## src/rtl/uds_sess_pkg.sv

```systemverilog
// package: types and constants shared by the diagnostic session client
`default_nettype none
package uds_sess_pkg;

  localparam int unsigned CFG_AW = 4;

  localparam logic [1:0] REG_P2      = 2'd0;
  localparam logic [1:0] REG_P2_STAR = 2'd1;
  localparam logic [1:0] REG_S3      = 2'd2;

  localparam logic [15:0] P2_RESET      = 16'd10;
  localparam logic [15:0] P2_STAR_RESET = 16'd1000;
  localparam logic [15:0] S3_RESET      = 16'd400;

  localparam logic [2:0] CMD_TICK     = 3'd0;
  localparam logic [2:0] CMD_REQUEST  = 3'd1;
  localparam logic [2:0] CMD_TX_DONE  = 3'd2;
  localparam logic [2:0] CMD_FIRST    = 3'd3;
  localparam logic [2:0] CMD_RESPONSE = 3'd4;

  localparam logic [2:0] ST_IDLE       = 3'd0;
  localparam logic [2:0] ST_REQUEST    = 3'd1;
  localparam logic [2:0] ST_CONFIRM    = 3'd2;
  localparam logic [2:0] ST_FIRST      = 3'd3;
  localparam logic [2:0] ST_INDICATION = 3'd4;
  localparam logic [2:0] ST_PENDING    = 3'd5;

  localparam logic [2:0] RC_OK      = 3'd0;
  localparam logic [2:0] RC_NOT_OK  = 3'd1;
  localparam logic [2:0] RC_BUSY    = 3'd2;
  localparam logic [2:0] RC_FORMAT  = 3'd3;
  localparam logic [2:0] RC_PENDING = 3'd4;

  localparam logic [7:0]  NO_ID       = 8'hFF;
  localparam logic [8:0]  POS_OFFSET  = 9'h040;
  localparam logic [7:0]  NEG_SID     = 8'h7F;
  localparam logic [7:0]  NRC_PENDING = 8'h78;
  localparam logic [11:0] NEG_LEN     = 12'd3;
  localparam logic [7:0]  TP_SID      = 8'h3E;
  localparam logic [23:0] TP_PARAMS   = 24'h800000;
  localparam logic [2:0]  TP_LEN      = 3'd2;
  localparam logic [2:0]  MAX_LEN     = 3'd4;

  typedef struct packed {
    logic [2:0]  command;
    logic        result_ok;
    logic [7:0]  channel;
    logic        functional;
    logic [7:0]  service_id;
    logic [23:0] request_params;
    logic [2:0]  request_length;
    logic [11:0] rx_length;
    logic [7:0]  resp_first;
    logic [7:0]  resp_second;
    logic [7:0]  resp_third;
    logic [7:0]  connected_server;
  } sess_in_t;

  typedef struct packed {
    logic [2:0]  status;
    logic [2:0]  session_state;
    logic        send_request;
    logic        send_tester;
    logic [7:0]  send_channel;
    logic [7:0]  send_service;
    logic [23:0] send_params;
    logic [2:0]  send_length;
    logic        timeout_flag;
    logic        negative_flag;
    logic [7:0]  negative_code;
    logic        positive_flag;
  } sess_out_t;

  typedef struct packed {
    logic [15:0] p2_ticks;
    logic [15:0] p2_star_ticks;
    logic [15:0] s3_ticks;
  } sess_cfg_t;

  typedef struct packed {
    logic [2:0]  session;
    logic        addr_functional;
    logic [7:0]  pending_service;
    logic [7:0]  pending_channel;
    logic        p2_running;
    logic [15:0] p2_count;
    logic [15:0] s3_count;
    logic [7:0]  last_server;
  } sess_state_t;

  localparam sess_state_t STATE_RESET = '{
    session:         ST_IDLE,
    addr_functional: 1'b0,
    pending_service: 8'h00,
    pending_channel: NO_ID,
    p2_running:      1'b0,
    p2_count:        16'd0,
    s3_count:        16'd0,
    last_server:     NO_ID
  };

endpackage
`default_nettype wire

```

## src/rtl/uds_sess_cfg.sv

```systemverilog
// apb timing register file for p2, p2 star and s3 reloads
`default_nettype none
module uds_sess_cfg
  import uds_sess_pkg::*;
(
  input  wire logic              clk_i,
  input  wire logic              rst_ni,
  input  wire logic              psel,
  input  wire logic              penable,
  input  wire logic              pwrite,
  input  wire logic [CFG_AW-1:0] paddr,
  input  wire logic [31:0]       pwdata,
  output logic      [31:0]       prdata,
  output logic                   pready,
  output sess_cfg_t              cfg_o
);

  sess_cfg_t cfg_q;
  logic      wr_en;
  logic [1:0] reg_idx;

  assign pready  = 1'b1;
  assign wr_en   = psel & penable & pwrite;
  assign reg_idx = paddr[3:2];
  assign cfg_o   = cfg_q;

  always_ff @(posedge clk_i or negedge rst_ni) begin
    if (!rst_ni) begin
      cfg_q.p2_ticks      <= P2_RESET;
      cfg_q.p2_star_ticks <= P2_STAR_RESET;
      cfg_q.s3_ticks      <= S3_RESET;
    end else if (wr_en) begin
      unique case (reg_idx)
        REG_P2:      cfg_q.p2_ticks      <= pwdata[15:0];
        REG_P2_STAR: cfg_q.p2_star_ticks <= pwdata[15:0];
        REG_S3:      cfg_q.s3_ticks      <= pwdata[15:0];
        default: ;
      endcase
    end
  end

  always_comb begin
    unique case (reg_idx)
      REG_P2:      prdata = {16'd0, cfg_q.p2_ticks};
      REG_P2_STAR: prdata = {16'd0, cfg_q.p2_star_ticks};
      REG_S3:      prdata = {16'd0, cfg_q.s3_ticks};
      default:     prdata = 32'd0;
    endcase
  end

endmodule
`default_nettype wire

```

## src/rtl/uds_sess_step.sv

```systemverilog
// next-state and result logic for one session transaction
`default_nettype none
module uds_sess_step
  import uds_sess_pkg::*;
#(
  parameter int unsigned NUM_CHANNELS   = 6,
  parameter int unsigned FUNC_SERVER_ID = 5
) (
  input  wire sess_in_t    item_i,
  input  wire sess_state_t cur_i,
  input  wire sess_cfg_t   cfg_i,
  output sess_state_t      nxt_o,
  output sess_out_t        res_o
);

  localparam logic [7:0] FUNC_CH  = 8'(NUM_CHANNELS - 1);
  localparam logic [7:0] NUM_CH   = 8'(NUM_CHANNELS);
  localparam logic [7:0] FUNC_SRV = 8'(FUNC_SERVER_ID);

  sess_state_t nxt;
  sess_out_t   res;
  logic [15:0] p2_dec;
  logic [15:0] s3_dec;
  logic [7:0]  req_ch;
  logic [2:0]  req_len;
  logic [7:0]  srv;
  logic        accept_rsp;
  logic [2:0]  rc;

  assign p2_dec  = cur_i.p2_count - 16'd1;
  assign s3_dec  = cur_i.s3_count - 16'd1;
  assign srv     = item_i.connected_server;
  assign req_ch  = item_i.functional ? FUNC_CH : item_i.channel;
  assign req_len = (item_i.request_length > MAX_LEN) ? MAX_LEN : item_i.request_length;

  // response checks
  always_comb begin
    rc = RC_OK;
    if (item_i.resp_first == NEG_SID) begin
      priority if (item_i.resp_second != cur_i.pending_service ||
                   item_i.rx_length != NEG_LEN) begin
        rc = RC_FORMAT;
      end else if (item_i.resp_third == NRC_PENDING) begin
        rc = cur_i.addr_functional ? RC_FORMAT : RC_PENDING;
      end else begin
        rc = RC_OK;
      end
    end else if (({1'b0, cur_i.pending_service} + POS_OFFSET) !=
                 {1'b0, item_i.resp_first}) begin
      rc = RC_FORMAT;
    end
  end

  always_comb begin
    nxt        = cur_i;
    res        = '0;
    accept_rsp = 1'b0;
    unique case (item_i.command)
      CMD_TICK: begin
        if (cur_i.p2_running) begin
          nxt.p2_count = p2_dec;
          if (p2_dec == 16'd0) begin
            nxt.session         = ST_IDLE;
            nxt.pending_channel = NO_ID;
            nxt.p2_running      = 1'b0;
            res.timeout_flag    = 1'b1;
          end
        end
        priority if (srv == FUNC_SRV || srv == NO_ID) begin
          nxt.last_server = srv;
        end else if (srv != cur_i.last_server) begin
          res.send_tester = 1'b1;
          nxt.s3_count    = cfg_i.s3_ticks;
          nxt.last_server = srv;
        end else if (s3_dec == 16'd0) begin
          res.send_tester = 1'b1;
          nxt.s3_count    = cfg_i.s3_ticks;
        end else begin
          nxt.s3_count = s3_dec;
        end
        if (res.send_tester) begin
          res.send_channel = srv;
          res.send_service = TP_SID;
          res.send_params  = TP_PARAMS;
          res.send_length  = TP_LEN;
        end
      end
      CMD_REQUEST: begin
        if (cur_i.session != ST_IDLE) begin
          res.status = RC_BUSY;
        end else begin
          nxt.addr_functional = item_i.functional;
          nxt.pending_service = item_i.service_id;
          if (req_ch >= NUM_CH) begin
            res.status = RC_NOT_OK;
          end else if (req_len != 3'd0) begin
            nxt.session         = ST_REQUEST;
            nxt.pending_channel = req_ch;
            res.send_request    = 1'b1;
            res.send_channel    = req_ch;
            res.send_service    = item_i.service_id;
            res.send_params     = item_i.request_params;
            res.send_length     = req_len;
          end
        end
      end
      CMD_TX_DONE: begin
        if (cur_i.session == ST_REQUEST) begin
          nxt.session    = ST_CONFIRM;
          nxt.p2_running = 1'b1;
          nxt.p2_count   = cfg_i.p2_ticks;
        end
      end
      CMD_FIRST: begin
        if (!cur_i.addr_functional && item_i.result_ok &&
            item_i.channel == cur_i.pending_channel &&
            (cur_i.session == ST_CONFIRM || cur_i.session == ST_PENDING)) begin
          nxt.session    = ST_FIRST;
          nxt.p2_running = 1'b0;
        end
      end
      CMD_RESPONSE: begin
        if (!item_i.result_ok) begin
          if (!cur_i.addr_functional) begin
            nxt.session = ST_IDLE;
          end
        end else if (cur_i.addr_functional) begin
          accept_rsp = 1'b1;
        end else if (item_i.channel == cur_i.pending_channel &&
                     (cur_i.session == ST_CONFIRM || cur_i.session == ST_FIRST ||
                      cur_i.session == ST_PENDING)) begin
          accept_rsp = 1'b1;
          // physical addressing: outcome of the checks sets the timer
          if (rc == RC_OK) begin
            nxt.session    = ST_IDLE;
            nxt.p2_running = 1'b0;
          end else if (rc == RC_PENDING) begin
            nxt.session    = ST_PENDING;
            nxt.p2_running = 1'b1;
            nxt.p2_count   = cfg_i.p2_star_ticks;
          end else begin
            nxt.session    = ST_INDICATION;
            nxt.p2_running = 1'b1;
            nxt.p2_count   = cfg_i.p2_ticks;
          end
        end
        if (accept_rsp) begin
          res.status = rc;
          if (rc == RC_OK) begin
            if (item_i.resp_first == NEG_SID) begin
              res.negative_flag = 1'b1;
              res.negative_code = item_i.resp_third;
            end else begin
              res.positive_flag = 1'b1;
            end
          end
        end
      end
      default: ;
    endcase
    res.session_state = nxt.session;
  end

  assign nxt_o = nxt;
  assign res_o = res;

endmodule
`default_nettype wire

```

## src/rtl/uds_client_session_fsm.sv

```systemverilog
// top level: diagnostic session client with p2/p2 star and s3 timing
//
//  port group   direction  payload     flow control
//  in_*         input      sess_in_t   in_valid_i / in_stall_o
//  out_*        output     sess_out_t  out_valid_o / out_stall_i
//  apb          input      p2/s3 regs  psel, penable, pready
//
//  one transaction per cycle while the output is not stalled; a result passes
//  through the input register, step logic and result register
//  session state advances when the input register moves into the result register
//  reset clears session state and loads the timing registers with their defaults
//  a held result stalls the input register, which then stalls the input side
`default_nettype none
module uds_client_session_fsm
  import uds_sess_pkg::*;
#(
  parameter int unsigned NUM_CHANNELS   = 6,
  parameter int unsigned FUNC_SERVER_ID = 5
) (
  input  wire logic              clk_i,
  input  wire logic              rst_ni,
  input  wire logic              in_valid_i,
  output logic                   in_stall_o,
  input  wire sess_in_t          in_data_i,
  output logic                   out_valid_o,
  input  wire logic              out_stall_i,
  output sess_out_t              out_data_o,
  input  wire logic              psel,
  input  wire logic              penable,
  input  wire logic              pwrite,
  input  wire logic [CFG_AW-1:0] paddr,
  input  wire logic [31:0]       pwdata,
  output logic      [31:0]       prdata,
  output logic                   pready
);

  sess_cfg_t   cfg;
  sess_in_t    in_q;
  logic        in_valid_q;
  logic        in_valid_d;
  sess_state_t state_q;
  sess_state_t state_d;
  sess_out_t   res_d;
  sess_out_t   out_q;
  logic        out_valid_q;
  logic        out_valid_d;
  logic        fire;
  logic        in_accept;

  uds_sess_cfg u_cfg (
    .clk_i   (clk_i),
    .rst_ni  (rst_ni),
    .psel    (psel),
    .penable (penable),
    .pwrite  (pwrite),
    .paddr   (paddr),
    .pwdata  (pwdata),
    .prdata  (prdata),
    .pready  (pready),
    .cfg_o   (cfg)
  );

  uds_sess_step #(
    .NUM_CHANNELS   (NUM_CHANNELS),
    .FUNC_SERVER_ID (FUNC_SERVER_ID)
  ) u_step (
    .item_i (in_q),
    .cur_i  (state_q),
    .cfg_i  (cfg),
    .nxt_o  (state_d),
    .res_o  (res_d)
  );

  assign fire        = in_valid_q & (~out_valid_q | ~out_stall_i);
  assign in_stall_o  = in_valid_q & ~fire;
  assign in_accept   = in_valid_i & ~in_stall_o;
  assign in_valid_d  = in_accept | (in_valid_q & ~fire);
  assign out_valid_d = fire | (out_valid_q & out_stall_i);

  always_ff @(posedge clk_i or negedge rst_ni) begin
    if (!rst_ni) begin
      in_valid_q  <= 1'b0;
      out_valid_q <= 1'b0;
      state_q     <= STATE_RESET;
    end else begin
      in_valid_q  <= in_valid_d;
      out_valid_q <= out_valid_d;
      if (fire) begin
        state_q <= state_d;
      end
    end
  end

  always_ff @(posedge clk_i) begin
    if (in_accept) begin
      in_q <= in_data_i;
    end
    if (fire) begin
      out_q <= res_d;
    end
  end

  assign out_valid_o = out_valid_q;
  assign out_data_o  = out_q;

endmodule
`default_nettype wire

```

## config.mk

```make
export PLATFORM = sky130hd
export DESIGN_NAME = uds_client_session_fsm
export DESIGN_NICKNAME = d
export VERILOG_FILES = /design/src/rtl/uds_sess_pkg.sv /design/src/rtl/uds_sess_cfg.sv /design/src/rtl/uds_sess_step.sv /design/src/rtl/uds_client_session_fsm.sv
export SDC_FILE = /design/constraint.sdc
export NUM_CORES = 1
export LEC_CHECK = 0
export BUFFER_PORTS_ARGS = -buffer_cell sky130_fd_sc_hd__buf_2
export CORE_UTILIZATION = 35
export DETAILED_ROUTE_END_ITERATION = 8
export GPL_TIMING_DRIVEN = 0
export HOLD_SLACK_MARGIN = 0.12
export PLACE_DENSITY = 0.54
export SYNTH_ARGS = -nofsm -noshare
export SYNTH_HDL_FRONTEND = slang
export SYNTH_HIERARCHICAL = 1
export SYNTH_SLANG_ARGS = --single-unit
export TNS_END_PERCENT = 20
```

## constraint.sdc

```tcl
create_clock -name clk_i -period 5.69 [get_ports clk_i]
set_input_delay 0.2845 -clock clk_i [delete_from_list [all_inputs] [get_ports clk_i]]
set_output_delay 0.2845 -clock clk_i [all_outputs]
set_load 0.01 [all_outputs]
```

==> flow_metrics.tcl, run 1 <==
set metrics [dict create \
    yosys_most_used_dff "edfxtp_1" \
    p_per_area_nw_per_um2 378 \
    grt_max_degree 78 \
    critPathRequiredTime_ns 6.21 \
    ioPinCount 232 \
    cts.sinks 265 \
    crit_buf_inv 3 \
    dieArea_um2 38500 \
    critPathTopFamily "simple AND/OR/NAND/NOR gates" \
    hold_viol_final 0 \
    clk_pin_slew_worst_paths_ns 0.06 \
    port-buffer-count 196 \
    p_int_uw 4430 \
    initial_core_util 0.358 \
    worstSetupPathType "flip-flop to flip-flop" \
    grt_pass1_wl_mm 55.3 \
    dp_hpwl_mm 24.7 \
    whs_ns 0.177 \
    fin_crit_ns 3.43 \
    cts_tree "built" \
    synth_edf_count 154 \
    grt_pass1_vias 9929 \
    multi_input_area_um2 5290 \
    synth_warnings 6 \
    finalSetupViolCount 0 \
    fp.dieH_um 196 \
    synthTopCellsByArea "edfxtp_1 (35%), dfrtp_1 (16%), mux2_2 (9.0%), dfstp_2 (5.4%), nand2_1 (2.4%)" \
    synth_cells 1074 \
    swShare 0.313 \
    cp_slowest_cell "nor4_1" \
    maxCapViolCount 0 \
    synth.avg_cell_area_um2 12.3 \
    wl_per_cell_um 18.1 \
    ys_types 90 \
    synth-seq-cells 265 \
    instances_no_fill 1959 \
    drtAntennaViolNets 0 \
    postCtsHoldBufs 112 \
    overflow 0 \
    cts_made_buffers 30 \
    syn_area_um2 13200 \
    crit_path_end_kind "flip-flop" \
    synth_top_cell_by_area "edfxtp_1" \
    status "completed" \
    grt_antenna_before_repair 0 \
    finalMaxSlewViolations 0 \
    grt_usage 0.183 \
    diodes 0 \
    cpMostUsedCell "clkbuf_1" \
    critPathLaunchType "flip-flop" \
    power.total_uw 6450 \
    p_comb_frac 0.254 \
    finalSetupTns_ns 0 \
    post_cts_resized 0 \
    power.switching_uw 2020 \
    placed_cells 1791 \
    irDropWorstVdd_v 0.000238 \
    die-width_um 196 \
    htreeDepth 1 \
    ctsRootBufferMaster "clkbuf_16" \
    hold_class "input pin to async pin" \
    max_clock_freq_mhz 292 \
    cpPeakStageDelay_ns 1.05 \
    core_area_um2 36900 \
    num_rows 70 \
    arrival_ns 3.95 \
    drc_errors 0 \
    yosys.area.top_type_share 0.350 \
    finalNetCount 1571 \
    slew_headroom 0.152 \
    place.gp.congestion 0.883 \
    yosysSeqAreaShare 0.563 \
    clkPwrFrac 0.308 \
    wl_mm 35.5 \
    fill_cells 3455 \
    routed_via_density 5.01 \
    synth_async_sr_flop_share 0.419 \
    crit_path_cell_trace "clkbuf_1 -> inv_1 -> nor4_1 -> clkbuf_1 -> o21bai_1 -> a211oi_1 -> o22ai_1 -> mux2_2" \
    area_growth_pct 29.4 \
    clockBufferDepth 3 \
    dr.pass1.iters 5 \
    min_period_over_period 0.602 \
    seq_power_share 0.438 \
    drt-initial-drc-count 570 \
    clk-insertion-delay-late_ns 0.58 \
    fin_skew_ns 0.0165 \
    rsz0062_at_grt "no" \
    vias 9806 \
    power.leakage_uw 0.00717 \
    tightest_slew_ns 1.26 \
    seq_area_um2 7440 \
    post_cts_buffers 0 \
    drive_gt1_frac 0.316 \
    critPathMaxFanout 10 \
]
-- state kept, by name, summed over array words and instances, names as in the netlist --
register / count
out_valid_o: 1
u_cfg/cfg_o: 48
state_q: 61
in_valid_q: 1
in_q: 92
out_data_o: 62
-- per-stage QoR --
step                      worst slack, ns  area (um2)  utilization
after floorplan                      2.48       13300            -
after global placement               1.41       14900        0.403
after detailed placement             2.32       14900        0.405
after CTS                            2.29       17100        0.463
after global routing                 2.00       17100        0.463
final                                2.26       17100        0.463
-- area by class of cell --
class | instances | area share
buffer | 76 | 0.0273
clock buffer | 44 | 0.0506
clock inverter | 12 | 0.00894
inverter | 18 | 0.00396
multi-input combinational | 730 | 0.310
sequential | 265 | 0.436
tap | 504 | 0.0369
timing repair buffer | 310 | 0.127
-- cell usage in the layout (no fill, tap or decap), drive strengths merged, types with 6 or more instances in the layout --
master         n
nor3          25
clkinv         8
mux2i         23
xor2          26
conb          17
o31ai          9
a21oi         40
inv           18
a211o          9
or4            7
o21ai         49
or3            6
nor2          46
and3          12
nand2b         9
and2          45
dlygate4sd3  112
a22oi          6
or3b           6
a21o          23
nand3         17
xnor2         13
o22ai         10
buf          244
nand4         11
clkbuf        74
nand2         85
dfrtp         84
nor4          22
edfxtp       154
mux2         119
dfstp         27
a221oi         7
-- per-layer routing --
| layer | vias to the layer above | GRT usage | part of all wire |
|---|---|---|---|
| met5 | - | 0 | 0 |
| met3 | 58 | 0.0346 | 0.051 |
| met1 | 4786 | 0.240 | 0.45 |
| li1 | 4712 | - | - |
| met2 | 250 | 0.309 | 0.48 |
| met4 | 0 | 0.0506 | 0.025 |
-- path summary, 6_finish.rpt --
kind / from / to / slack, ns / cells past startpoint
max: in_q[90] / state_q[36] / 2.26 / 8
min: rst_ni / u_cfg/cfg_o[32] / 0.18 / 2
max reg2reg: in_q[90] / state_q[36] / 2.26 / 8
min reg2reg: state_q[58] / state_q[58] / 0.48 / 1
max in group asynchronous: rst_ni / state_q[5] / 4.76 / 3
min in group clk_i: penable / u_cfg/cfg_o[15] / 0.35 / 4
-- power by group through the flow --
| stage | combinational [uW] | clock [uW] | sequential (uW) |
|---|---|---|---|
| after floorplan | 1170 | 0 | 2740 |
| after global placement | 1540 | 0 | 2860 |
| after detailed placement | 1570 | 0 | 2860 |
| after CTS | 1640 | 2050 | 2830 |
| after global routing | 1820 | 2120 | 2880 |
| final | 1640 | 1980 | 2830 |
-- synthesized netlist by cell type (9+ instances only) --
cell / instances
nand2_1: 84
xor2_1: 26
inv_1: 18
o22ai_1: 10
a21oi_1: 39
nand4_1: 11
nand3_1: 17
dfstp_2: 27
xnor2_1: 13
a211o_1: 9
buf_2: 9
buf_4: 26
mux2i_1: 23
nor4_1: 18
and3_1: 12
clkbuf_1: 30
nor2_1: 44
nand2b_1: 9
mux2_2: 105
dfrtp_1: 84
and2_1: 45
o21ai_0: 48
edfxtp_1: 154
a21o_1: 23
mux2_4: 10
nor3_1: 24
-- kinds of logic (layout without fill, tap and decap cells) --
| group | Yosys count | after routing | share of synthesized area |
|---|---|---|---|
| adders and majority gates | 5 | 5 | 0.00474 |
| buffers and inverters | 94 | 460 | 0.0404 |
| xor gates and xnor gates | 39 | 39 | 0.0259 |
| muxes | 142 | 142 | 0.122 |
| and+or+nand+nor | 319 | 319 | 0.133 |
| DFF | 265 | 265 | 0.563 |
| other | 2 | 17 | 0.000569 |
| AOI/OAI and AO/OA | 208 | 208 | 0.111 |
Power figures use the tool's default switching activity.
==> run 2, diff against run 1 <==
--- a/config.mk
+++ b/config.mk
@@ -10,7 +10,7 @@
 export DETAILED_ROUTE_END_ITERATION = 8
 export GPL_TIMING_DRIVEN = 0
 export HOLD_SLACK_MARGIN = 0.12
-export PLACE_DENSITY = 0.54
+export PLACE_DENSITY = 0.56
 export SYNTH_ARGS = -nofsm -noshare
 export SYNTH_HDL_FRONTEND = slang
 export SYNTH_HIERARCHICAL = 1
==> constraint.sdc (replaced) <==
create_clock -name clk_i -period 2.85 [get_ports clk_i]
set_input_delay 0.1425 -clock clk_i [delete_from_list [all_inputs] [get_ports clk_i]]
set_output_delay 0.1425 -clock clk_i [all_outputs]
set_load 0.01 [all_outputs]
==> run 2 against run 1 <==
Setup slack got worse by 2.3 ns. Flip-flop and latch count unchanged. Via count increased by 2.1%. Worst hold slack got worse by 0.039 ns. Design area increased by 3.8%. Critical path type unchanged. Die area unchanged. Largest cell class unchanged. Clock power increased by 89%. Wire length increased by 3.0%. Utilization increased by 1.8 points.
==> flow_metrics.tcl, run 2 (same netlist as run 1, synthesis figures left out) <==
set metrics [dict create \
    status "completed" \
    power.total_uw 13200 \
    die-width_um 196 \
    cts.sinks 265 \
    hold_class "input pin to async pin" \
    cts_made_buffers 29 \
    max_clock_freq_mhz 352 \
    whs_ns 0.138 \
    grt_pass1_vias 9735 \
    dp_slack_ns -0.646 \
    num_rows 70 \
    overflow 0 \
    grt_max_degree 81 \
    arrival_ns 3.29 \
    dp_hpwl_mm 24.6 \
    dr.pass1.iters 5 \
    wl_mm 36.6 \
    final_util 0.481 \
    clk_pin_slew_worst_paths_ns 0.07 \
    drt-initial-drc-count 560 \
    routed_via_density 5.04 \
    top_register "in_q" \
    p_per_area_nw_per_um2 747 \
    drtAntennaViolNets 0 \
    final_cell_mix "buf_2 (202), edfxtp_1 (154), dlygate4sd3_1 (112)" \
    critPathRequiredTime_ns 3.30 \
    seq_power_share 0.428 \
    finalNetCount 1599 \
    clkPwrFrac 0.282 \
    fin_skew_ns 0.0159 \
    maxCapViolCount 0 \
    critPathMaxFanout 7 \
    swShare 0.319 \
    htreeDepth 1 \
    ctsRootBufferMaster "clkbuf_16" \
    power.switching_uw 4220 \
    port-buffer-count 196 \
    instances_no_fill 1988 \
    wl_per_cell_um 18.4 \
    dieArea_um2 38500 \
    cts_tree "built" \
    fp.dieH_um 196 \
    min_period_over_period 0.998 \
    area_growth_pct 34.3 \
    finalSetupViolCount 0 \
    ioPinCount 232 \
    worstSetupPathType "flip-flop to flip-flop" \
    placed_cells 1792 \
    grt_pass1_wl_mm 55.3 \
    largest_reg_flops 92 \
    initial_core_util 0.358 \
    power.leakage_uw 0.00742 \
    hold_viol_final 0 \
    finalMaxSlewViolations 0 \
    drc_errors 0 \
    drive_gt1_frac 0.374 \
    slew_headroom 0.447 \
    irDropWorstVdd_v 0.000447 \
    core_area_um2 36900 \
    place.gp.congestion 0.891 \
    vias 10000 \
    layout_commonest_cell "buf_2" \
    tightest_slew_ns 0.825 \
    crit_path_end_kind "flip-flop" \
    critPathLaunchType "flip-flop" \
    grt_antenna_before_repair 2 \
    p_comb_frac 0.290 \
    fin_ws_ns 0.00555 \
    grt_usage 0.184 \
    fin_crit_ns 2.84 \
    rsz0062_at_grt "yes" \
    clockBufferDepth 3 \
    p_int_uw 9020 \
    clk-insertion-delay-late_ns 0.56 \
]
run 2: cell types whose count changed in the layout (fill, tap and decap cells not counted), moves of 6 or more:
| cell | before | now |
|---|---|---|
| clkbuf_1 | 38 | 29 |
| nor4_4 | 1 | 7 |
| mux2_4 | 10 | 17 |
| clkbuf_2 | 0 | 7 |
| buf_4 | 26 | 51 |
run 2: final timing paths:
path                       slack, ns  startpoint  cells after the start         endpoint
max                            0.006  state_q[8]                     10      state_q[21]
min                             0.14      rst_ni                      2  u_cfg/cfg_o[21]
max reg2reg                    0.006  state_q[8]                     10      state_q[21]
min reg2reg                     0.49  in_valid_q                      1      out_valid_o
max in group asynchronous       2.25      rst_ni                      3      state_q[44]
min in group clk_i              0.22     penable                      4   u_cfg/cfg_o[0]
run 2: final cells by class:
type	count	area, um2
Clock inverter	10	98.8
Antenna cell	2	5.00
Timing Repair Buffer	342	2440
Inverter	18	67.6
Tap cell	504	631
Clock buffer	44	865
Multi-Input combinational cell	730	5670
Buffer	73	502
Fill cell	3331	19100
Sequential cell	265	7440
run 2: layer usage:
metal	up-vias	global-route usage	wire, um
met3	48	0.0292	1970
met1	4886	0.245	16100
li1	4768	-	-
met5	-	0	0
met4	0	0.0558	835
met2	309	0.309	17700
run 2: repair_timing:
action	4_1_cts	5_1_grt
gates cloned	0	2
pin swaps	17	26
endpoints found under the setup margin	66	73
gates resized for setup	53	68
endpoints found under the hold margin	232	0
buffers inserted	13	15
hold buffers	113	0
run 2: power groups by stage:
stage | combinational [uW] | clock (uW) | sequential [uW]
final | 3840 | 3740 | 5670
after global placement | 3060 | 0 | 5680
after floorplan | 2340 | 0 | 5460
after detailed placement | 3130 | 0 | 5700
after global routing | 4180 | 4000 | 5770
after CTS | 3540 | 3880 | 5630
run 2: critical path: stages, from the launching register on:
cell and delay (ns):
dfrtp_2 0.40, buf_4 0.16, or4_4 0.55, nor3_2 0.13, and4bb_1 0.25, o2111ai_4 0.27
nand2_4 0.13, buf_8 0.19, and3_4 0.16, a211o_1 0.23, mux2_4 0.25
run 2: through the flow:
step | setup TNS (ns) | cell area (um2)
after floorplan | -0.154 | 13300
after global placement | -19.71 | 14900
after detailed placement | -19.62 | 14900
after CTS | -0.494 | 17300
after global routing | -1.80 | 17700
final | 0 | 17700
